### src/rtl/core/rfo_pkg.sv
// shared types, constants and code word tables for the outlet transmitter
// no dependencies
package rfo_pkg;

	localparam int CODE_BITS  = 25;
	localparam int ROM_DEPTH  = 5;
	localparam int WIDTH_BITS = 16;
	localparam int REP_BITS   = 8;
	localparam int POS_BITS   = 5;
	localparam int OUTLET_W   = 3;
	localparam int CFG_IDX_W  = 2;

	// configuration register indexes
	localparam logic [CFG_IDX_W-1:0] REG_SHORT  = 2'd0;
	localparam logic [CFG_IDX_W-1:0] REG_LONG   = 2'd1;
	localparam logic [CFG_IDX_W-1:0] REG_GAP    = 2'd2;
	localparam logic [CFG_IDX_W-1:0] REG_REPEAT = 2'd3;

	// register reset values
	localparam logic [WIDTH_BITS-1:0] SHORT_RST  = 16'd160;
	localparam logic [WIDTH_BITS-1:0] LONG_RST   = 16'd520;
	localparam logic [WIDTH_BITS-1:0] GAP_RST    = 16'd5620;
	localparam logic [REP_BITS-1:0]   REPEAT_RST = 8'd10;

	// code words, most significant bit sent first
	localparam logic [CODE_BITS-1:0] ROM_ON [ROM_DEPTH] = '{
		25'h1F55599, 25'h1F55459, 25'h1F551D9, 25'h1F545D9, 25'h1F45559
	};
	localparam logic [CODE_BITS-1:0] ROM_OFF [ROM_DEPTH] = '{
		25'h1F55587, 25'h1F55447, 25'h1F551C7, 25'h1F545C7, 25'h1F45547
	};

	typedef enum logic [1:0] {
		PH_IDLE,
		PH_HIGH,
		PH_LOW,
		PH_GAP
	} phase_t;

	typedef enum logic [1:0] {
		ST_TICK,
		ST_STARTED,
		ST_SKIPPED,
		ST_REJECTED
	} status_t;

	localparam logic CMD_TICK    = 1'b0;
	localparam logic CMD_REQUEST = 1'b1;

	typedef struct packed {
		logic [WIDTH_BITS-1:0] short_width;
		logic [WIDTH_BITS-1:0] long_width;
		logic [WIDTH_BITS-1:0] gap_width;
		logic [REP_BITS-1:0]   repeat_total;
	} cfg_t;

	typedef struct packed {
		logic    pin_level;
		logic    busy_res;
		status_t request_status;
	} result_t;

endpackage

### src/rtl/core/rfo_cfg_regs.sv
// configuration register file for the outlet transmitter
// depends on rfo_pkg
module rfo_cfg_regs (
	input  logic                           clk,
	input  logic                           arst_n,
	input  logic                           cfg_wen,
	input  logic [rfo_pkg::CFG_IDX_W-1:0]  cfg_index,
	input  logic [rfo_pkg::WIDTH_BITS-1:0] cfg_wdata,
	output rfo_pkg::cfg_t                  cfg
);
	import rfo_pkg::*;

	cfg_t cfg_q;

	// write decode
	always_ff @(posedge clk or negedge arst_n) begin
		if (!arst_n) begin
			cfg_q.short_width  <= SHORT_RST;
			cfg_q.long_width   <= LONG_RST;
			cfg_q.gap_width    <= GAP_RST;
			cfg_q.repeat_total <= REPEAT_RST;
		end else if (cfg_wen) begin
			unique case (cfg_index)
				REG_SHORT:  cfg_q.short_width  <= cfg_wdata;
				REG_LONG:   cfg_q.long_width   <= cfg_wdata;
				REG_GAP:    cfg_q.gap_width    <= cfg_wdata;
				REG_REPEAT: cfg_q.repeat_total <= cfg_wdata[REP_BITS-1:0];
				default: ;
			endcase
		end
	end

	assign cfg = cfg_q;

endmodule

### src/rtl/core/rfo_encoder.sv
// pulse timer, bit sequencer and outlet state memory
// depends on rfo_pkg
module rfo_encoder #(
	parameter int NUM_OUTLETS = 5
) (
	input  logic                         clk,
	input  logic                         arst_n,
	input  logic                         fire,
	input  logic                         command,
	input  logic [rfo_pkg::OUTLET_W-1:0] outlet,
	input  logic                         switch_on,
	input  rfo_pkg::cfg_t                cfg,
	output rfo_pkg::result_t             result
);
	import rfo_pkg::*;

	localparam int OIDX_W = (NUM_OUTLETS > 1) ? $clog2(NUM_OUTLETS) : 1;
	localparam logic [OUTLET_W-1:0] OUTLET_LIM = OUTLET_W'(NUM_OUTLETS);
	localparam logic [POS_BITS-1:0] LAST_POS   = POS_BITS'(CODE_BITS - 1);

	phase_t                phase_q, phase_d;
	logic [CODE_BITS-1:0]  word_q, word_d;
	logic [POS_BITS-1:0]   pos_q, pos_d;
	logic [REP_BITS-1:0]   rep_q, rep_d;
	logic [WIDTH_BITS-1:0] ticks_q, ticks_d;
	logic                  known_q [NUM_OUTLETS];
	logic                  on_q    [NUM_OUTLETS];

	logic [POS_BITS-1:0]   pos_clamp;
	logic                  cur_bit;
	logic [WIDTH_BITS-1:0] phase_len;
	logic [WIDTH_BITS:0]   elapsed;
	logic [REP_BITS:0]     rep_next;
	logic [OIDX_W-1:0]     oidx;
	logic                  in_range;
	logic                  start;
	status_t               req_status;

	// current bit and length of the running phase
	always_comb begin
		pos_clamp = (pos_q > LAST_POS) ? LAST_POS : pos_q;
		cur_bit   = word_q[LAST_POS - pos_clamp];
		case (phase_q)
			PH_HIGH: phase_len = cur_bit ? cfg.short_width : cfg.long_width;
			PH_LOW:  phase_len = cur_bit ? cfg.long_width : cfg.short_width;
			default: phase_len = cfg.gap_width;
		endcase
		elapsed  = {1'b0, ticks_q} + 1'b1;
		rep_next = {1'b0, rep_q} + 1'b1;
	end

	// request decision
	always_comb begin
		oidx       = outlet[OIDX_W-1:0];
		in_range   = (outlet < OUTLET_LIM);
		start      = 1'b0;
		req_status = ST_SKIPPED;
		if (phase_q != PH_IDLE) begin
			req_status = ST_REJECTED;
		end else if (in_range) begin
			if (!known_q[oidx] || (on_q[oidx] != switch_on)) begin
				start      = 1'b1;
				req_status = ST_STARTED;
			end
		end
	end

	// next state
	always_comb begin
		phase_d = phase_q;
		word_d  = word_q;
		pos_d   = pos_q;
		rep_d   = rep_q;
		ticks_d = ticks_q;
		if (command == CMD_REQUEST) begin
			if (start) begin
				word_d  = switch_on ? ROM_ON[outlet] : ROM_OFF[outlet];
				pos_d   = '0;
				rep_d   = '0;
				ticks_d = '0;
				phase_d = PH_HIGH;
			end
		end else if (phase_q != PH_IDLE) begin
			if (elapsed < {1'b0, phase_len}) begin
				ticks_d = elapsed[WIDTH_BITS-1:0];
			end else begin
				ticks_d = '0;
				unique case (phase_q)
					PH_HIGH: phase_d = PH_LOW;
					PH_LOW: begin
						if (pos_q >= LAST_POS) begin
							pos_d   = '0;
							phase_d = PH_GAP;
						end else begin
							pos_d   = pos_q + 1'b1;
							phase_d = PH_HIGH;
						end
					end
					PH_GAP: begin
						if (rep_next >= {1'b0, cfg.repeat_total}) begin
							rep_d   = '0;
							phase_d = PH_IDLE;
						end else begin
							rep_d   = rep_next[REP_BITS-1:0];
							phase_d = PH_HIGH;
						end
					end
					default: ;
				endcase
			end
		end
	end

	// result of this request
	always_comb begin
		if (command == CMD_TICK) begin
			result.pin_level      = (phase_q == PH_HIGH);
			result.busy_res       = (phase_q != PH_IDLE);
			result.request_status = ST_TICK;
		end else begin
			result.pin_level      = start || (phase_q == PH_HIGH);
			result.busy_res       = start || (phase_q != PH_IDLE);
			result.request_status = req_status;
		end
	end

	// sequencer registers
	always_ff @(posedge clk or negedge arst_n) begin
		if (!arst_n) begin
			phase_q <= PH_IDLE;
			word_q  <= '0;
			pos_q   <= '0;
			rep_q   <= '0;
			ticks_q <= '0;
		end else if (fire) begin
			phase_q <= phase_d;
			word_q  <= word_d;
			pos_q   <= pos_d;
			rep_q   <= rep_d;
			ticks_q <= ticks_d;
		end
	end

	// remembered outlet states, unknown until first started request
	always_ff @(posedge clk or negedge arst_n) begin
		if (!arst_n) begin
			for (int i = 0; i < NUM_OUTLETS; i++) begin
				known_q[i] <= 1'b0;
			end
		end else if (fire && (command == CMD_REQUEST) && start) begin
			known_q[oidx] <= 1'b1;
		end
	end

	always_ff @(posedge clk) begin
		if (fire && (command == CMD_REQUEST) && start) begin
			on_q[oidx] <= switch_on;
		end
	end

endmodule

### src/rtl/core/rf_outlet_pulse_width_transmitter_top.sv
// top level of the outlet transmitter: input stage, encoder, result stage
// depends on rfo_pkg, rfo_cfg_regs, rfo_encoder
//
//   channel   handshake             payload
//   in        in_valid / in_ready   command, outlet, switch_on
//   out       out_valid / out_ready pin_level, busy_res, request_status
//   cfg       cfg_wen               cfg_index, cfg_wdata
//
// one request per cycle sustained while the result stage is not stalled
// the input stage feeds the encoder, which updates its state as the request
// moves into the result stage
// a stalled result holds the result stage and, behind it, the input stage
// reset clears all sequencer state and marks every outlet state unknown
module rf_outlet_pulse_width_transmitter_top #(
	parameter int NUM_OUTLETS = 5
) (
	input  logic                           clk,
	input  logic                           arst_n,
	input  logic                           in_valid,
	output logic                           in_ready,
	input  logic                           command,
	input  logic [rfo_pkg::OUTLET_W-1:0]   outlet,
	input  logic                           switch_on,
	output logic                           out_valid,
	input  logic                           out_ready,
	output logic                           pin_level,
	output logic                           busy_res,
	output logic [1:0]                     request_status,
	input  logic                           cfg_wen,
	input  logic [rfo_pkg::CFG_IDX_W-1:0]  cfg_index,
	input  logic [rfo_pkg::WIDTH_BITS-1:0] cfg_wdata
);
	import rfo_pkg::*;

	cfg_t                cfg;
	result_t             result;
	result_t             result_s2;
	logic                valid_s1, valid_s2;
	logic                command_s1, switch_on_s1;
	logic [OUTLET_W-1:0] outlet_s1;
	logic                adv_s1;

	// handshake flow
	assign adv_s1   = valid_s1 && (!valid_s2 || out_ready);
	assign in_ready = !valid_s1 || adv_s1;

	rfo_cfg_regs u_cfg (
		.clk       (clk),
		.arst_n    (arst_n),
		.cfg_wen   (cfg_wen),
		.cfg_index (cfg_index),
		.cfg_wdata (cfg_wdata),
		.cfg       (cfg)
	);

	rfo_encoder #(
		.NUM_OUTLETS (NUM_OUTLETS)
	) u_enc (
		.clk       (clk),
		.arst_n    (arst_n),
		.fire      (adv_s1),
		.command   (command_s1),
		.outlet    (outlet_s1),
		.switch_on (switch_on_s1),
		.cfg       (cfg),
		.result    (result)
	);

	// input stage valid
	always_ff @(posedge clk or negedge arst_n) begin
		if (!arst_n) begin
			valid_s1 <= 1'b0;
		end else if (in_ready) begin
			valid_s1 <= in_valid;
		end
	end

	// input stage payload
	always_ff @(posedge clk) begin
		if (in_valid && in_ready) begin
			command_s1   <= command;
			outlet_s1    <= outlet;
			switch_on_s1 <= switch_on;
		end
	end

	// result stage valid
	always_ff @(posedge clk or negedge arst_n) begin
		if (!arst_n) begin
			valid_s2 <= 1'b0;
		end else if (adv_s1) begin
			valid_s2 <= 1'b1;
		end else if (out_ready) begin
			valid_s2 <= 1'b0;
		end
	end

	// result stage payload
	always_ff @(posedge clk) begin
		if (adv_s1) begin
			result_s2 <= result;
		end
	end

	assign out_valid      = valid_s2;
	assign pin_level      = result_s2.pin_level;
	assign busy_res       = result_s2.busy_res;
	assign request_status = result_s2.request_status;

endmodule

### config.mk
export PLATFORM = sky130hd
export DESIGN_NAME = rf_outlet_pulse_width_transmitter_top
export DESIGN_NICKNAME = d
export VERILOG_FILES = /design/src/rtl/core/rfo_pkg.sv /design/src/rtl/core/rfo_cfg_regs.sv /design/src/rtl/core/rfo_encoder.sv /design/src/rtl/core/rf_outlet_pulse_width_transmitter_top.sv
export SDC_FILE = /design/constraint.sdc
export NUM_CORES = 1
export LEC_CHECK = 0
export BUFFER_PORTS_ARGS = -buffer_cell sky130_fd_sc_hd__buf_2
export CORE_MARGIN = 2
export CORE_UTILIZATION = 51
export CTS_CLUSTER_DIAMETER = 30
export CTS_CLUSTER_SIZE = 28
export DETAILED_ROUTE_END_ITERATION = 8
export PLACE_DENSITY_LB_ADDON = 0.05
export SLEW_MARGIN = 25
export SYNTH_ARGS = -nofsm -noshare
export SYNTH_HDL_FRONTEND = slang
export SYNTH_SLANG_ARGS = --single-unit
### constraint.sdc
create_clock -name clk -period 7 [get_ports clk]
set_clock_uncertainty 0.15 [all_clocks]
set_input_delay 0.35 -clock clk [delete_from_list [all_inputs] [get_ports clk]]
set_output_delay 0.35 -clock clk [all_outputs]
set_load 0.03 [all_outputs]
==> impl_metrics.yaml, run 1 <==
yosys:
  ys_types: 67
  ys_top_cells_by_area: "dfrtp_1, mux2_2, edfxtp_1, ha_1, dfstp_2"
  synth_area_per_cell_um2: 10.9
  syn_nets: 689
  synthArstFlopShare: 0.858
  ys_ff_latch: 120
  synth_top_area_frac: 0.324
  synth_ff_type: "dfrtp_1"
  yosys.area.top_type: "dfrtp_1"
  netlist_area_um2: 6870
  ys.warnings.count: 0
  synth_edf_count: 14
  syn_inst: 629
  seq_area_frac_synth: 0.448
cells_and_area:
  final_cells: 854
  multi_input_area_um2: 3580
  final_common_cell: "mux2_2"
  area_growth_pct: 14.9
  design_area_um2: 7900
  nFillCells: 1078
  fin_nets: 725
  seq_area_um2: 3080
  antenna_cells: 0
  final_core_util: 0.599
  final_cell_mix: "mux2_2, dfrtp_1, nand2_1, nor2_1, o21ai_0"
  drive_above_1_share: 0.298
sta:
  whs_ps: 43.8
  finalSetupViolCount: 0
  tns_ps: 0
  worst_slew_pin_slew_ps: 1000
  finalHoldViolCount: 0
  maxSlewHeadroom: 0.331
  finalCritPeriodShare: 0.904
  min_period_ps: 6330
  worst_slack_ps: 670
  maxSlewViolCount: 0
  rsz0062_at_grt: "no"
  fmax_ghz: 0.158
routing:
  drt_iter0_markers: 383
  wl_per_cell_um: 17.9
  ant_nets: 0
  vias: 4898
  wl_um: 15300
  drc: 0
  dr.pass1.iters: 4
  post_drt_via_cell_ratio: 5.74
clock_tree:
  post_cts_buffers: 0
  path_clk_slew_ps: 60
  tritoncts: "done"
  numCtsBuffers: 17
  clockRootBuffer: "clkbuf_16"
  clockBufferDepth: 2
  post_cts_resize_count: 0
  htreeDepth: 4
  clock_latency_ps: 430
  cts_sinks: 120
grt:
  grt_max_degree: 75
  grt_antenna_before_repair: 0
  grt_overflow: 0
  track_usage: 0.229
  grt_pass1_wl_um: 25600
  grt_pass1_vias: 4997
power_and_ir_drop:
  total_power_mw: 3.61
  ir_drop_mv: 0.343
  leakagePower_nw: 3.59
  powerDensity_nw_per_um2: 457
placement:
  placed_area_um2: 7190
  gp_congestion: 0.837
  pre_cts_ws_ps: 690
  place_inst: 814
  dp_hpwl_um: 10700
  port_buffers: 33
worst_setup_path:
  end_kind: "flop"
  required_ps: 7150
  reg2reg_slack_ps: 670
  r2r_cells: 25
  rr_endpoint: "u_enc.rep_q[1]$_DFFE_PN0P_"
  r2r_start: "u_enc.pos_q[1]$_DFFE_PN0P_"
  worstPathMaxFanout: 31
  critPathCapture: "u_enc.rep_q[1]$_DFFE_PN0P_"
  criticalPathCategory: "reg2reg"
  worst_ep_arrival_time_ps: 6480
  startpoint: "u_enc.pos_q[1]$_DFFE_PN0P_"
  crit_path_start_kind: "flop"
floorplan:
  ios: 34
  initial_core_util: 0.521
  rows: 42
  die_area_um2: 14400
  die_w_um: 120
  die_y_um: 120
  core_area_um2: 13200
run_status:
  status: "finished clean"
hold_path:
  hold_class: "in2reg"
job:
  maxCapViolCount: 0
where the power goes:
group	leakage, nW	internal, mW	switching (mW)
Sequential	1.40	0.854	0.119
Clock	0.296	0.575	0.330
Combinational	1.89	0.863	0.865
layout make-up:
class	count	area share
well taps	176	0.0279
flip-flops and latches	120	0.390
clock inverters	12	0.0212
inverters	28	0.0133
clock buffers	20	0.0566
multi-input cells	453	0.454
repair buffers	45	0.0379
critical path: stages, from the launching register on:
cell       delay (ps)
dfrtp_1           490
inv_1             150
ha_1              140
nor2b_1           270
o21a_1            270
inv_2              60
ha_1              250
xnor2_1           320
o21ai_0           150
o31a_1            290
o221a_2           290
or2_1             270
buf_12            180
mux2_2            290
a22oi_1           190
nand2_1            90
o21ai_0           160
ha_1              300
nand4_1           120
nor4_1             80
a2111oi_0         320
o21ai_0           160
a211o_1           330
a31o_4            300
o211ai_4          210
mux2_4            350
metal layers:
| layer | global-route usage | wire length [um] |
|---|---|---|
| met1 | 0.315 | 7260 |
| met3 | 0.0466 | 451 |
| met5 | 0 | 0 |
| met4 | 0.0757 | 226 |
| met2 | 0.364 | 7330 |
logic make-up after synthesis:
logic type,synth area share
AOI/OAI and AO/OA,0.136
DFF,0.448
xor gates and xnor gates,0.0280
and+or+nand+nor,0.118
adders and majority gates,0.0583
buffers and inverters,0.0328
muxes,0.179
what timing repair did:
action                     in CTS  in global routing
hold buffers                    7                  0
setup endpoints to repair       0                  0
hold endpoints to repair       35                  0
cells in the mapped netlist, drive strengths merged (8+ instances only):
library cell	number
nor2	35
clkbuf	18
and3	18
inv	28
a22o	9
xor2	8
buf	10
mux2	98
o22ai	8
a21o	12
o21ai	36
ha	32
edfxtp	14
a21oi	16
nand2b	10
xnor2	14
nand3	15
a22oi	15
dfrtp	89
dfstp	14
nand2	50
sequential cells by signal, summed over array words and instances (netlist names), 2 cells and up, named ones only:
name / cells
request_status: 2
u_enc.ticks_q: 16
u_enc.word_q: 9
u_enc.phase_q: 2
u_enc.on_q: 5
u_enc.known_q: 5
u_enc.rep_q: 8
u_enc.pos_q: 5
outlet_s1: 3
u_cfg.cfg: 56
worst min-delay path by stage:
stage          depth (start not counted)                      endpoint  slack, ps     startpoint
5_1_grt                                2     u_cfg.cfg[49]$_DFFE_PN0P_         50   cfg_wdata[9]
6_report                               2     u_cfg.cfg[34]$_DFFE_PN0P_         40  cfg_wdata[10]
4_1_cts                                2     u_cfg.cfg[16]$_DFFE_PN1P_         40   cfg_wdata[8]
3_5_place_dp                           1  u_enc.word_q[23]$_DFFE_PN0P_        180         arst_n
3_3_place_gp                           1  u_enc.word_q[23]$_DFFE_PN0P_        170         arst_n
2_1_floorplan                          0         out_valid$_DFFE_PN0P_       -100         arst_n
(Power assumes the default switching activity.)
==> run 2: changes to the inputs <==
--- a/config.mk
+++ b/config.mk
@@ -6,8 +6,10 @@
 export NUM_CORES = 1
 export LEC_CHECK = 0
 export BUFFER_PORTS_ARGS = -buffer_cell sky130_fd_sc_hd__buf_2
+export CELL_PAD_IN_SITES_DETAIL_PLACEMENT = 0
+export CELL_PAD_IN_SITES_GLOBAL_PLACEMENT = 1
 export CORE_MARGIN = 2
-export CORE_UTILIZATION = 51
+export CORE_UTILIZATION = 50
 export CTS_CLUSTER_DIAMETER = 30
 export CTS_CLUSTER_SIZE = 28
 export DETAILED_ROUTE_END_ITERATION = 8
==> run 2 against run 1 <==
Critical path depth stayed put. Flip-flop and latch count stayed put. Non-clock buffer count increased by 2. Sequential power hardly changed. Largest power group unchanged. Critical endpoint is now u_enc.rep_q[7]$_DFFE_PN0P_. Core utilization shrank 0.52 points. Die area increased by 1.9%. Design area rose by 0.32%. Maximum frequency increased by 1.9%. Via count decreased by 0.65%.
==> impl_metrics.yaml, run 2 (synthesized netlist as in run 1, its figures left out) <==
cells_and_area:
  final_cells: 856
  final_common_cell: "mux2_2"
  antenna_cells: 0
  largest_register_ffs: 56
  final_core_util: 0.593
  area_growth_pct: 15.3
  drive_above_1_share: 0.300
  design_area_um2: 7920
  final_cell_mix: "mux2_2, dfrtp_1, nand2_1, nor2_1, o21ai_0"
  fin_nets: 727
sta:
  rsz0062_at_grt: "no"
  worst_slack_ps: 791
  min_period_ps: 6210
  finalSetupViolCount: 0
  finalCritPeriodShare: 0.887
  maxSlewHeadroom: 0.367
  maxSlewViolCount: 0
  finalHoldViolCount: 0
  fmax_ghz: 0.161
  whs_ps: 44.4
  worst_slew_pin_slew_ps: 946
  tns_ps: 0
grt:
  grt_antenna_before_repair: 0
  grt_max_degree: 53
  grt_pass1_vias: 5024
  track_usage: 0.227
  grt_pass1_wl_um: 25700
  grt_overflow: 0
routing:
  vias: 4866
  wl_um: 15300
  wl_per_cell_um: 17.9
  drc: 0
  drt_iter0_markers: 288
  ant_nets: 0
  post_drt_via_cell_ratio: 5.68
  dr.pass1.iters: 5
placement:
  gp_congestion: 0.803
  place_inst: 817
  dp_hpwl_um: 10700
  placed_area_um2: 7210
  pre_cts_ws_ps: 874
  port_buffers: 33
run_status:
  status: "finished clean"
power_and_ir_drop:
  p_comb_frac: 0.474
  p_sw_mw: 1.30
  pwr-share-seq: 0.267
  leakagePower_nw: 3.60
  clock_power_share: 0.258
  powerDensity_nw_per_um2: 460
  swShare: 0.356
  total_power_mw: 3.64
  power.internal_mw: 2.35
  ir_drop_mv: 0.383
worst_setup_path:
  worstPathMaxFanout: 31
  required_ps: 7150
  r2r_cells: 25
  crit_path_start_kind: "flop"
  criticalPathCategory: "reg2reg"
  end_kind: "flop"
  worst_ep_arrival_time_ps: 6360
floorplan:
  core_area_um2: 13300
  ios: 34
  initial_core_util: 0.515
  die_w_um: 121
  die_area_um2: 14700
  die_y_um: 121
  rows: 42
clock_tree:
  clockBufferDepth: 2
  htreeDepth: 4
  path_clk_slew_ps: 50
  clockRootBuffer: "clkbuf_16"
  tritoncts: "done"
  cts_sinks: 120
  numCtsBuffers: 17
  clock_latency_ps: 420
job:
  maxCapViolCount: 0
hold_path:
  min_path_cells: 2
  hold_class: "in2reg"
-- run 2: changes by cell type in the layout (fill, tap and decap cells not counted), moves of 2 or more --
cell | previous run | this run
buf_4 | 3 | 7
clkinv_2 | 0 | 2
clkinv_4 | 5 | 2
clkinvlp_4 | 1 | 3
inv_6 | 3 | 0
-- run 2: worst paths after layout --
kind / startpoint / endpoint / slack (ps)
setup / recovery: u_enc.pos_q[0]$_DFFE_PN0P_ / u_enc.rep_q[7]$_DFFE_PN0P_ / 790
setup reg to reg: u_enc.pos_q[0]$_DFFE_PN0P_ / u_enc.rep_q[7]$_DFFE_PN0P_ / 790
hold reg to reg: u_enc.known_q[1]$_DFFE_PN0P_ / u_enc.known_q[1]$_DFFE_PN0P_ / 330
min in group asynchronous: arst_n / u_enc.word_q[23]$_DFFE_PN0P_ / 390
hold / removal: cfg_wdata[12] / u_cfg.cfg[36]$_DFFE_PN0P_ / 40
max in group asynchronous: arst_n / u_cfg.cfg[26]$_DFFE_PN0P_ / 5180
-- run 2: critical path, stage by stage, from the launching register on --
cell and delay, ps:
dfrtp_1 490, inv_1 130, ha_1 150, nor2b_1 270, o21a_1 270, inv_2 70
ha_1 250, xnor2_1 300, o21ai_0 140, o31a_1 290, o221a_2 300, or2_1 270
buf_12 180, mux2_2 290, a22oi_1 180, nand2_1 70, o21ai_0 130, ha_1 300
nand4_1 100, nor4_1 70, a2111oi_0 320, o21ai_0 150, a211o_1 330, a31o_4 300
o211ai_4 200, mux2_4 340
-- run 2: repair_timing --
| action | in CTS | in global routing |
|---|---|---|
| hold buffers | 7 | 0 |
| gates resized for setup | 0 | 0 |
| endpoints found under the hold margin | 49 | 0 |
| setup buffers | 0 | 0 |
-- run 2: power groups by stage --
stage                     logic (mW)  registers (mW)  clock network [mW]
after floorplan                 1.40           0.940                   0
after global placement          1.68           0.978                   0
after detailed placement        1.72           0.985                   0
after CTS                       1.74           0.974               0.954
after global routing            1.93           0.997               0.989
final                           1.73           0.974               0.941
-- run 2: metal layers --
layer | global-route usage | vias to the layer above | wire (um)
met3 | 0.0465 | 21 | 445
met5 | 0 | - | 0
met2 | 0.348 | 62 | 6980
li1 | - | 2362 | -
met1 | 0.321 | 2421 | 7640
met4 | 0.0790 | 0 | 261
-- run 2: final cells by class --
cell class	count	area, um2
fillers	1148	5430
clock buffers	21	472
repair buffers	47	303
well taps	176	220
clock inverters	11	170
flip-flops and latches	120	3080
inverters	28	105
multi-input cells	453	3570
==> run 3: changes to the inputs <==
--- a/config.mk
+++ b/config.mk
@@ -9,7 +9,7 @@
 export CELL_PAD_IN_SITES_DETAIL_PLACEMENT = 0
 export CELL_PAD_IN_SITES_GLOBAL_PLACEMENT = 1
 export CORE_MARGIN = 2
-export CORE_UTILIZATION = 50
+export CORE_UTILIZATION = 51
 export CTS_CLUSTER_DIAMETER = 30
 export CTS_CLUSTER_SIZE = 28
 export DETAILED_ROUTE_END_ITERATION = 8
==> constraint.sdc (replaced) <==
create_clock -name clk -period 7.8 [get_ports clk]
set_clock_uncertainty 0.15 [all_clocks]
set_input_delay 0.39 -clock clk [delete_from_list [all_inputs] [get_ports clk]]
set_output_delay 0.39 -clock clk [all_outputs]
set_load 0.03 [all_outputs]
==> run 3 against run 2 <==
Flip-flop and latch count is the same. Die area shrank 1.9%. Total power shrank 13%.
==> impl_metrics.yaml, run 3 (synthesized netlist as in run 1, its figures left out) <==
worst_setup_path:
  required_ps: 7950
  critical_path_depth: 25
  path_buf_inv: 3
  cpPeakStageDelay_ps: 630
  criticalPathCategory: "reg2reg"
  worstPathMaxFanout: 17
  critPathSlowestCell: "or2_1"
  crit_path_start_kind: "flop"
  critical_path.most_common_cell: "ha_1"
  end_kind: "flop"
  critical-path-top-delay-family: "compound AO/OA/AOI/OAI gates"
  r2r_cells: 25
  worst_ep_arrival_time_ps: 6820
power_and_ir_drop:
  powerDensity_nw_per_um2: 406
  leakagePower_nw: 3.56
  total_power_mw: 3.17
  ir_drop_mv: 0.276
clock_tree:
  post_cts_resize_count: 0
  clock_latency_ps: 430
  tritoncts: "done"
  clockBufferDepth: 2
  clockRootBuffer: "clkbuf_16"
  cts_sinks: 120
  path_clk_slew_ps: 60
  post_cts_buffers: 0
  htreeDepth: 4
  numCtsBuffers: 17
  ctsHoldBuffers: 6
placement:
  place_inst: 816
  dp_hpwl_um: 10600
  placed_area_um2: 7190
  gp_congestion: 0.799
  port_buffers: 33
cells_and_area:
  drive_above_1_share: 0.304
  fin_nets: 725
  antenna_cells: 0
  area_growth_pct: 13.8
  design_area_um2: 7820
  largest_register_ffs: 56
  final_common_cell: "mux2_2"
  final_cells: 854
  final_cell_mix: "mux2_2, dfrtp_1, nand2_1, nor2_1, o21ai_0"
  nFillCells: 1115
sta:
  whs_ps: 38.1
  worst_slew_pin_slew_ps: 953
  finalHoldViolCount: 0
  finalSetupViolCount: 0
  finalCritPeriodShare: 0.855
  maxSlewViolCount: 0
  tns_ps: 0
  maxSlewHeadroom: 0.363
  rsz0062_at_grt: "no"
  min_period_ps: 6670
  fmax_ghz: 0.150
routing:
  wl_um: 15500
  post_drt_via_cell_ratio: 5.78
  drc: 0
  ant_nets: 0
  drt_iter0_markers: 344
  dr.pass1.iters: 4
  vias: 4938
  wl_per_cell_um: 18.1
grt:
  grt_pass1_wl_um: 25600
  grt_overflow: 0
  grt_antenna_before_repair: 0
  track_usage: 0.231
  grt_pass1_vias: 4993
  grt_max_degree: 57
floorplan:
  ios: 34
  die_area_um2: 14400
  die_y_um: 120
  initial_core_util: 0.521
  die_w_um: 120
  rows: 42
  core_area_um2: 13200
hold_path:
  min_path_cells: 2
  hold_class: "in2reg"
run_status:
  status: "finished clean"
job:
  maxCapViolCount: 0
[run 3: layer usage]
metal / share of wire / vias up / track usage
met5: 0 / - / 0
met4: 0.012 / 0 / 0.0662
met3: 0.037 / 17 / 0.0551
met1: 0.49 / 2482 / 0.318
li1: - / 2347 / -
met2: 0.46 / 92 / 0.364
[run 3: stage by stage]
step                setup WS, ps  utilization
detailed placement          1100        0.545
global route                 563        0.593
finish                      1130        0.593
floorplan                   2090            -
CTS                         1050        0.593
global placement            1340        0.545
[run 3: final cells by class]
cell class | count | area (um2) | share of cell area
Timing Repair Buffer | 45 | 273 | 0.0349
Clock inverter | 15 | 144 | 0.0184
Tap cell | 176 | 220 | 0.0282
Inverter | 28 | 105 | 0.0134
Multi-Input combinational cell | 453 | 3580 | 0.457
Sequential cell | 120 | 3080 | 0.393
Clock buffer | 17 | 425 | 0.0544
[run 3: power by group]
group	internal, mW	switching [mW]
Clock	0.444	0.319
Sequential	0.766	0.109
Combinational	0.758	0.776
[run 3: path summary, 6_finish.rpt]
kind                                            endpoint  slack, ps                         start
setup / recovery              u_enc.rep_q[4]$_DFFE_PN0P_       1130    u_enc.pos_q[1]$_DFFE_PN0P_
hold / removal                      valid_s1$_DFFE_PN0N_         40                      in_valid
setup reg to reg              u_enc.rep_q[4]$_DFFE_PN0P_       1130    u_enc.pos_q[1]$_DFFE_PN0P_
hold reg to reg             u_enc.known_q[4]$_DFFE_PN0P_        310  u_enc.known_q[4]$_DFFE_PN0P_
max in group asynchronous  u_enc.ticks_q[13]$_DFFE_PN0P_       5930                        arst_n
min in group asynchronous   u_enc.word_q[23]$_DFFE_PN0P_        390                        arst_n
